===== config.mk =====
export PLATFORM = sky130hd
export DESIGN_NAME = cell_balance_selector
export DESIGN_NICKNAME = d
export VERILOG_FILES = /design/src/rtl/cbs_pkg.sv /design/src/rtl/cbs_lane.sv /design/src/rtl/cbs_merge.sv /design/src/rtl/cell_balance_selector.sv
export VERILOG_INCLUDE_DIRS = /design/src /design/src/rtl
export SDC_FILE = /design/constraint.sdc
export NUM_CORES = 2
export LEC_CHECK = 0
export ABC_AREA = 1
export BUFFER_PORTS_ARGS = -buffer_cell sky130_fd_sc_hd__buf_2
export CAP_MARGIN = 30
export CORE_ASPECT_RATIO = 0.75
export CORE_MARGIN = 4
export CORE_UTILIZATION = 45
export CTS_BUF_LIST = sky130_fd_sc_hd__clkbuf_4 sky130_fd_sc_hd__clkbuf_8 sky130_fd_sc_hd__clkbuf_16
export CTS_CLUSTER_DIAMETER = 200
export DETAILED_ROUTE_END_ITERATION = 8
export PLACE_DENSITY_LB_ADDON = 0.12
export SLEW_MARGIN = 20
export SYNTH_ARGS = -nofsm -noshare
export SYNTH_HDL_FRONTEND = slang
export SYNTH_SLANG_ARGS = --single-unit
export TNS_END_PERCENT = 10

===== constraint.sdc =====
create_clock -name clk -period 28.2 [get_ports clk]
set_clock_uncertainty 0.2 [all_clocks]
set_input_delay 5.64 -clock clk [delete_from_list [all_inputs] [get_ports clk]]
set_output_delay 5.64 -clock clk [all_outputs]
set_load 0.05 [all_outputs]

===== src/rtl/cell_balance_selector_assert.svh =====
// Assertion macros for the cell balance selector.
// Define NO_ASSERTIONS to compile the checks out.
`ifndef CELL_BALANCE_SELECTOR_ASSERT_SVH
`define CELL_BALANCE_SELECTOR_ASSERT_SVH

`ifndef NO_ASSERTIONS
// Same-cycle implication, sampled on clk, off during rst.
`define CBS_ASSERT_NOW(label, ante, cons) \
  label: assert property (@(posedge clk) disable iff (rst) (ante) |-> (cons)) \
    else $error("cell_balance_selector check failed");
// Next-cycle implication, sampled on clk, off during rst.
`define CBS_ASSERT_NEXT(label, ante, cons) \
  label: assert property (@(posedge clk) disable iff (rst) (ante) |=> (cons)) \
    else $error("cell_balance_selector check failed");
`else
`define CBS_ASSERT_NOW(label, ante, cons)
`define CBS_ASSERT_NEXT(label, ante, cons)
`endif

`endif


===== src/rtl/cbs_pkg.sv =====
package cbs_pkg;

  localparam int NUM_CELLS = 5;
  localparam int CODE_W    = 14;
  localparam int CUR_W     = 16;
  localparam int GAIN_W    = 9;
  localparam int OFF_W     = 8;
  localparam int THR_W     = 16;
  localparam int MASK_W    = 5;
  localparam int IDX_W     = 3;
  localparam int CFG_IDX_W = 3;
  localparam int CFG_DATA_W = 16;

  // Cell voltage in uV: 511 * 16383 plus 128000 fits 25 signed bits.
  localparam int V_W = 25;
  // 5*v - sum spans twice 5 times the largest voltage: 28 signed bits.
  localparam int D_W = 28;

  localparam logic [GAIN_W-1:0] GAIN_RESET      = GAIN_W'(380);
  localparam logic [OFF_W-1:0]  OFFSET_RESET    = '0;
  localparam logic [THR_W-1:0]  THRESH_HI_RESET = THR_W'(10000);
  localparam logic [THR_W-1:0]  THRESH_LO_RESET = THR_W'(5000);
  localparam int                MV_TO_UV        = 1000;

  typedef enum logic [CFG_IDX_W-1:0] {
    REG_GAIN      = 3'd0,
    REG_OFFSET    = 3'd1,
    REG_THRESH_HI = 3'd2,
    REG_THRESH_LO = 3'd3
  } reg_index_t;

  typedef logic signed [V_W-1:0] volt_t;
  typedef logic signed [D_W-1:0] dev_t;

  typedef struct packed {
    logic [GAIN_W-1:0] gain_uv_per_lsb;
    logic [OFF_W-1:0]  offset_mv;
    logic [THR_W-1:0]  thresh_high_uv;
    logic [THR_W-1:0]  thresh_low_uv;
  } cfg_t;

  typedef struct packed {
    logic [CODE_W-1:0] cell1_code;
    logic [CODE_W-1:0] cell2_code;
    logic [CODE_W-1:0] cell3_code;
    logic [CODE_W-1:0] cell4_code;
    logic [CODE_W-1:0] cell5_code;
    logic [CUR_W-1:0]  current_code;
  } sample_t;

  typedef struct packed {
    logic [MASK_W-1:0] balance_mask;
    logic              mask_written;
    logic [IDX_W-1:0]  top_cell;
    logic              charging;
  } result_t;

  // Times five as shift and add.
  function automatic dev_t times_five(input dev_t x);
    return (x <<< 2) + x;
  endfunction

endpackage


===== src/rtl/cbs_lane.sv =====
// One cell lane: voltage, then scaled deviation against the pack sum.
module cbs_lane (
  input  logic                          clk,
  input  logic                          en,
  input  logic [cbs_pkg::CODE_W-1:0]    code,
  input  cbs_pkg::cfg_t                 cfg,
  input  cbs_pkg::dev_t                 sum,
  output cbs_pkg::volt_t                volt,
  output cbs_pkg::dev_t                 dev
);

  cbs_pkg::volt_t gain_s;
  cbs_pkg::volt_t code_s;
  cbs_pkg::volt_t off_s;
  cbs_pkg::volt_t volt_next;
  cbs_pkg::dev_t  volt_ext;

  always_comb begin
    gain_s    = cbs_pkg::volt_t'({1'b0, cfg.gain_uv_per_lsb});
    code_s    = cbs_pkg::volt_t'({1'b0, code});
    off_s     = cbs_pkg::volt_t'(signed'(cfg.offset_mv));
    volt_next = gain_s * code_s + off_s * cbs_pkg::volt_t'(cbs_pkg::MV_TO_UV);
    volt_ext  = cbs_pkg::dev_t'(volt);
  end

  always_ff @(posedge clk) begin
    if (en) begin
      volt <= volt_next;
      dev  <= cbs_pkg::times_five(volt_ext) - sum;
    end
  end

endmodule


===== src/rtl/cbs_merge.sv =====
// Merge: pick the largest deviation (lowest index on ties), apply hysteresis.
module cbs_merge (
  input  logic                clk,
  input  logic                rst,
  input  logic                en,
  input  cbs_pkg::dev_t       dev [cbs_pkg::NUM_CELLS],
  input  logic                charging,
  input  cbs_pkg::cfg_t       cfg,
  output cbs_pkg::result_t    result
);

  logic [cbs_pkg::MASK_W-1:0] held_mask;
  logic [cbs_pkg::MASK_W-1:0] held_mask_next;
  logic                       written;
  logic [cbs_pkg::IDX_W-1:0]  idx_a, idx_b, idx_c, top;
  cbs_pkg::dev_t              val_a, val_b, val_c, best;
  cbs_pkg::dev_t              lim_hi, lim_lo;

  always_comb begin
    // Pairwise tree; the right side wins only when strictly larger.
    idx_a = (dev[1] > dev[0]) ? 3'd1 : 3'd0;
    val_a = (dev[1] > dev[0]) ? dev[1] : dev[0];
    idx_b = (dev[3] > dev[2]) ? 3'd3 : 3'd2;
    val_b = (dev[3] > dev[2]) ? dev[3] : dev[2];
    idx_c = (val_b > val_a) ? idx_b : idx_a;
    val_c = (val_b > val_a) ? val_b : val_a;
    top   = (dev[4] > val_c) ? 3'd4 : idx_c;
    best  = (dev[4] > val_c) ? dev[4] : val_c;

    lim_hi = cbs_pkg::times_five(cbs_pkg::dev_t'({1'b0, cfg.thresh_high_uv}));
    lim_lo = cbs_pkg::times_five(cbs_pkg::dev_t'({1'b0, cfg.thresh_low_uv}));

    held_mask_next = held_mask;
    written        = 1'b1;
    priority if (!charging) begin
      held_mask_next = '0;
    end else if (best > lim_hi) begin
      held_mask_next = cbs_pkg::MASK_W'(1) << top;
    end else if (best < lim_lo) begin
      held_mask_next = '0;
    end else begin
      written = 1'b0;
    end
  end

  always_ff @(posedge clk) begin
    if (rst) begin
      held_mask <= '0;
    end else if (en) begin
      held_mask <= held_mask_next;
    end
  end

  always_ff @(posedge clk) begin
    if (en) begin
      result.balance_mask <= held_mask_next;
      result.mask_written <= written;
      result.top_cell     <= top;
      result.charging     <= charging;
    end
  end

endmodule


===== src/rtl/cell_balance_selector.sv =====
// Channel  | Handshake                  | Payload
// ---------+----------------------------+-------------------------------------
// sample   | sample_valid/sample_ready  | cbs_pkg::sample_t, 5 codes + current
// result   | result_valid/result_ready  | cbs_pkg::result_t, mask and status
// cfg      | cfg_valid/cfg_ready        | cfg_index (3 b), cfg_data (16 b)
//
// Three register stages, loaded in order as the pipe advances:
// lane voltages (gain * code + offset), 5*v - sum per lane, compare tree and hysteresis.
// result_valid rises when a sample reaches the third stage; one sample per cycle while
// the result side keeps up. A stalled result holds every stage and drops sample_ready.
// rst clears the valid pipe and the held mask and loads the register defaults.
// cfg is always ready; writes to an unused index are dropped.
module cell_balance_selector (
  input  logic                              clk,
  input  logic                              rst,
  input  logic                              sample_valid,
  output logic                              sample_ready,
  input  cbs_pkg::sample_t                  sample,
  output logic                              result_valid,
  input  logic                              result_ready,
  output cbs_pkg::result_t                  result,
  input  logic                              cfg_valid,
  output logic                              cfg_ready,
  input  logic [cbs_pkg::CFG_IDX_W-1:0]     cfg_index,
  input  logic [cbs_pkg::CFG_DATA_W-1:0]    cfg_data
);

  `include "cell_balance_selector_assert.svh"

  cbs_pkg::cfg_t  cfg;
  logic           advance;
  logic           s1_valid, s2_valid;
  logic           s1_charging, s2_charging;
  logic           charging_in;
  logic [cbs_pkg::CODE_W-1:0] codes [cbs_pkg::NUM_CELLS];
  cbs_pkg::volt_t volts [cbs_pkg::NUM_CELLS];
  cbs_pkg::dev_t  devs  [cbs_pkg::NUM_CELLS];
  cbs_pkg::dev_t  sum;

  // Config writes land at once; the user must write only while the block is idle (not enforced here).
  assign cfg_ready = 1'b1;

  always_ff @(posedge clk) begin
    if (rst) begin
      cfg.gain_uv_per_lsb <= cbs_pkg::GAIN_RESET;
      cfg.offset_mv       <= cbs_pkg::OFFSET_RESET;
      cfg.thresh_high_uv  <= cbs_pkg::THRESH_HI_RESET;
      cfg.thresh_low_uv   <= cbs_pkg::THRESH_LO_RESET;
    end else if (cfg_valid) begin
      unique case (cbs_pkg::reg_index_t'(cfg_index))
        cbs_pkg::REG_GAIN:      cfg.gain_uv_per_lsb <= cfg_data[cbs_pkg::GAIN_W-1:0];
        cbs_pkg::REG_OFFSET:    cfg.offset_mv       <= cfg_data[cbs_pkg::OFF_W-1:0];
        cbs_pkg::REG_THRESH_HI: cfg.thresh_high_uv  <= cfg_data[cbs_pkg::THR_W-1:0];
        cbs_pkg::REG_THRESH_LO: cfg.thresh_low_uv   <= cfg_data[cbs_pkg::THR_W-1:0];
        default: begin
          // Drop writes to unmapped indices.
        end
      endcase
    end
  end

  // The whole pipe moves together whenever the output register is free or
  // being emptied this cycle.
  assign advance      = !result_valid || result_ready;
  assign sample_ready = advance;

  always_ff @(posedge clk) begin
    if (rst) begin
      s1_valid     <= 1'b0;
      s2_valid     <= 1'b0;
      result_valid <= 1'b0;
    end else if (advance) begin
      s1_valid     <= sample_valid;
      s2_valid     <= s1_valid;
      result_valid <= s2_valid;
    end
  end

  // Deadband: a raw current of +1 or -1 counts as zero, so charging means
  // strictly above one.
  assign charging_in = signed'(sample.current_code) > cbs_pkg::CUR_W'(signed'(1));

  always_ff @(posedge clk) begin
    if (advance) begin
      s1_charging <= charging_in;
      s2_charging <= s1_charging;
    end
  end

  assign codes[0] = sample.cell1_code;
  assign codes[1] = sample.cell2_code;
  assign codes[2] = sample.cell3_code;
  assign codes[3] = sample.cell4_code;
  assign codes[4] = sample.cell5_code;

  // Pack sum of the stage-1 voltages, shared by all lanes in stage 2.
  always_comb begin
    sum = '0;
    for (int i = 0; i < cbs_pkg::NUM_CELLS; i++) begin
      sum = sum + cbs_pkg::dev_t'(volts[i]);
    end
  end

  for (genvar g = 0; g < cbs_pkg::NUM_CELLS; g++) begin : g_lane
    cbs_lane u_lane (
      .clk  (clk),
      .en   (advance),
      .code (codes[g]),
      .cfg  (cfg),
      .sum  (sum),
      .volt (volts[g]),
      .dev  (devs[g])
    );
  end

  // Only real transactions touch the held mask.
  cbs_merge u_merge (
    .clk      (clk),
    .rst      (rst),
    .en       (advance && s2_valid),
    .dev      (devs),
    .charging (s2_charging),
    .cfg      (cfg),
    .result   (result)
  );

  `CBS_ASSERT_NOW(a_mask_onehot, result_valid, $onehot0(result.balance_mask))
  `CBS_ASSERT_NOW(a_idle_clears, result_valid && !result.charging,
                  result.balance_mask == '0 && result.mask_written)
  `CBS_ASSERT_NOW(a_set_matches_top,
                  result_valid && result.mask_written && result.balance_mask != '0,
                  result.balance_mask == (cbs_pkg::MASK_W'(1) << result.top_cell))
  `CBS_ASSERT_NEXT(a_stall_holds_pipe, result_valid && !result_ready && s2_valid,
                   s2_valid && result_valid)

endmodule

==> metrics <==
I/O pins 123; grt ovf 0; register area share after synthesis 0.1855; Synth area leaders fa_1, ha_1, edfxtp_1, inv_1, nand2_1; Initial Util 0.4555; crit path kind flop to flop; post-synth cell types 52; die height 299.5 um; TritonCTS Buffers 37; DRT Pass-1 Iters 6; Post-CTS Hold Buffers 0; # rows 106; Critical Path Sink Type flop; Startpoint Class flop; worst reg-to-reg setup slack 15.51 ns; CP max stage delay 0.64 ns; count leader, synth inv_1; layout overhead on the synthesized area 6.550%; number of synthesized flops with an enable pin 277; Rel. slew slack 0.3056; setup_tns 0 ns; worst-path maximum fanout 47; htree depth 2; largest net degree at the start of global routing 140; Detail Placement HPWL 111200 um; Crit-path slowest cell nor4b_1; #FFs+latches synth 334; Compound-Gate Fraction of Synth Area 0.08378; yosys synthesis warning count 0; prevailing post-synth register cell edfxtp_1; Final ANT Viol Nets 0; post-synthesis mux area share 0; Max-cap violations 0; via count 37480; RSZ-0062 raised after global routing no; vias in the first global route 37450; crit share post-route 0.4502; Slew Viols, Final 0; vias per cell 5.054; Post-Synth Adder-Cell Area 0.4292; clock root buffer clkbuf_16; Yosys top cell by area fa_1; Die Wd 396.7 um; post_cts resized 0; GRT Total Usage 0.2350; XOR/XNOR Fraction of Synth Area 0.06562; Post-Place Cells 7346; WP data required 28.36 ns; PortBufs 120; Post-Syn Area 0.05099 sq mm; later-pin clock latency in the skew report 0.61 ns; Placement Cell Area 0.05300 sq mm; first-pass GRT wire length 217400 um; initial antenna violation count 3; Tightest Pin Transition 1.038 ns; Final Instance Area 0.05433 sq mm; TritonCTS clock tree built; Syn Inst Count 5865; post-synthesis net count 7327; non-filler cells, final 7415; Fin. Hold Viols 0; total die area 0.1188 sq mm; clk buf depth 3; hold crit path type flop to flop; Sink Count 334; DRT iter0 DRCs 2665; top-area cell type share of the netlist area 0.2599; arrival time worst endpoint 12.85 ns; layout cells sized above 1 0.04609; Async S/R FF share, synth 0; fin crit period 12.69 ns; largest family of logic cells by synthesized area adder cells; Setup Fix Bufs, Post-CTS 0; Finish-stage setup viols 0; Avg Inst Size Synth 8.694 sq um; fmax 78.78 MHz; fin nets 7337; Simple-Gate Fraction of Synth Area 0.1341; final wirelength 135700 um; Core Box Area 0.1119 sq mm; final routed DRC violation total 0; status completed; mean routed wirelength per cell 18.30 um; Post-synth top cells inv_1, nand2_1, ha_1; GP Congestion 0.8776; CTS clk-pin slew, worst paths 0.07 ns
## worst max-delay path, delay by kind of cell, from the launching register on
family	cells	cell delay (ns)
flops	1	0.39
simple gates	28	7.68
compound gates	4	0.82
fa+ha+maj	4	1.68
buf+inv	7	1.57
## stage by stage
step | hold slack (ns) | setup slack (ns) | util
floorplan | 0.2003 | 11.17 | -
global placement | 0.2057 | 15.52 | 0.4733
detailed placement | 0.2185 | 15.50 | 0.4735
CTS | 0.2192 | 15.50 | 0.4848
global route | 0.2252 | 14.83 | 0.4853
finish | 0.2154 | 15.51 | 0.4853
## final timing paths
path / start / to / depth (start not counted)
min: s1_charging$_DFFE_PN_ / s2_charging$_DFFE_PN_ / 0
max reg2reg: g_lane[3].u_lane.dev[27]$_DFFE_PN_ / u_merge.result[8]$_DFFE_PP_ / 43
min reg2reg: s1_charging$_DFFE_PN_ / s2_charging$_DFFE_PN_ / 0
max: g_lane[3].u_lane.dev[27]$_DFFE_PN_ / u_merge.result[8]$_DFFE_PP_ / 43
## state kept, by name, summed over array words and instances, names as in the netlist, 5 cells and up
signal and cells:
g_lane.u_lane.volt 125, g_lane.u_lane.dev 140, u_merge.result 10, cfg 49, u_merge.held_mask 5
## metal layers
layer	GRT usage	vias up	wire length (um)
met5	0	-	0
met4	0.04034	0	2330
met3	0.02852	88	7027
met2	0.3517	805	56940
met1	0.3674	18080	69400
li1	-	18510	-
## layout by cell type (no fill, tap or decap), types with 7 or more instances in the layout
| cell type | count |
|---|---|
| o21ai_0 | 213 |
| a21oi_1 | 420 |
| edfxtp_1 | 277 |
| nor2_1 | 184 |
| nand2_2 | 23 |
| a211oi_1 | 11 |
| xnor2_1 | 103 |
| o21bai_1 | 73 |
| a21o_1 | 27 |
| nand4_1 | 49 |
| inv_1 | 1180 |
| fa_1 | 662 |
| nand3_1 | 169 |
| dfxtp_1 | 48 |
| ha_1 | 690 |
| o211ai_1 | 10 |
| clkbuf_16 | 37 |
| clkinv_1 | 12 |
| clkbuf_4 | 7 |
| nand2_1 | 1179 |
| xor2_1 | 278 |
| buf_2 | 120 |
| a31oi_1 | 14 |
| buf_4 | 24 |
## final cells by class
class                   count  area [sq um]
diodes                      1         2.502
clock buffers              44         978.4
clock inverters            22         292.8
fillers                 10840         57610
inverters                1189          4471
multi-input cells        4166         36350
flip-flops and latches    334          9480
well taps                1512          1892
repair buffers            147         855.8
## cell families after synthesis
group                      Yosys count
and+or+nand+nor                   1650
DFF                                334
adders and majority gates         1352
xor gates and xnor gates           382
other                                1
AOI/OAI and AO/OA                  781
buffers and inverters             1365
Power is left out: the tool's default activity adds up to more than one toggle a clock period on the data nets, which glitch-free logic cannot reach.
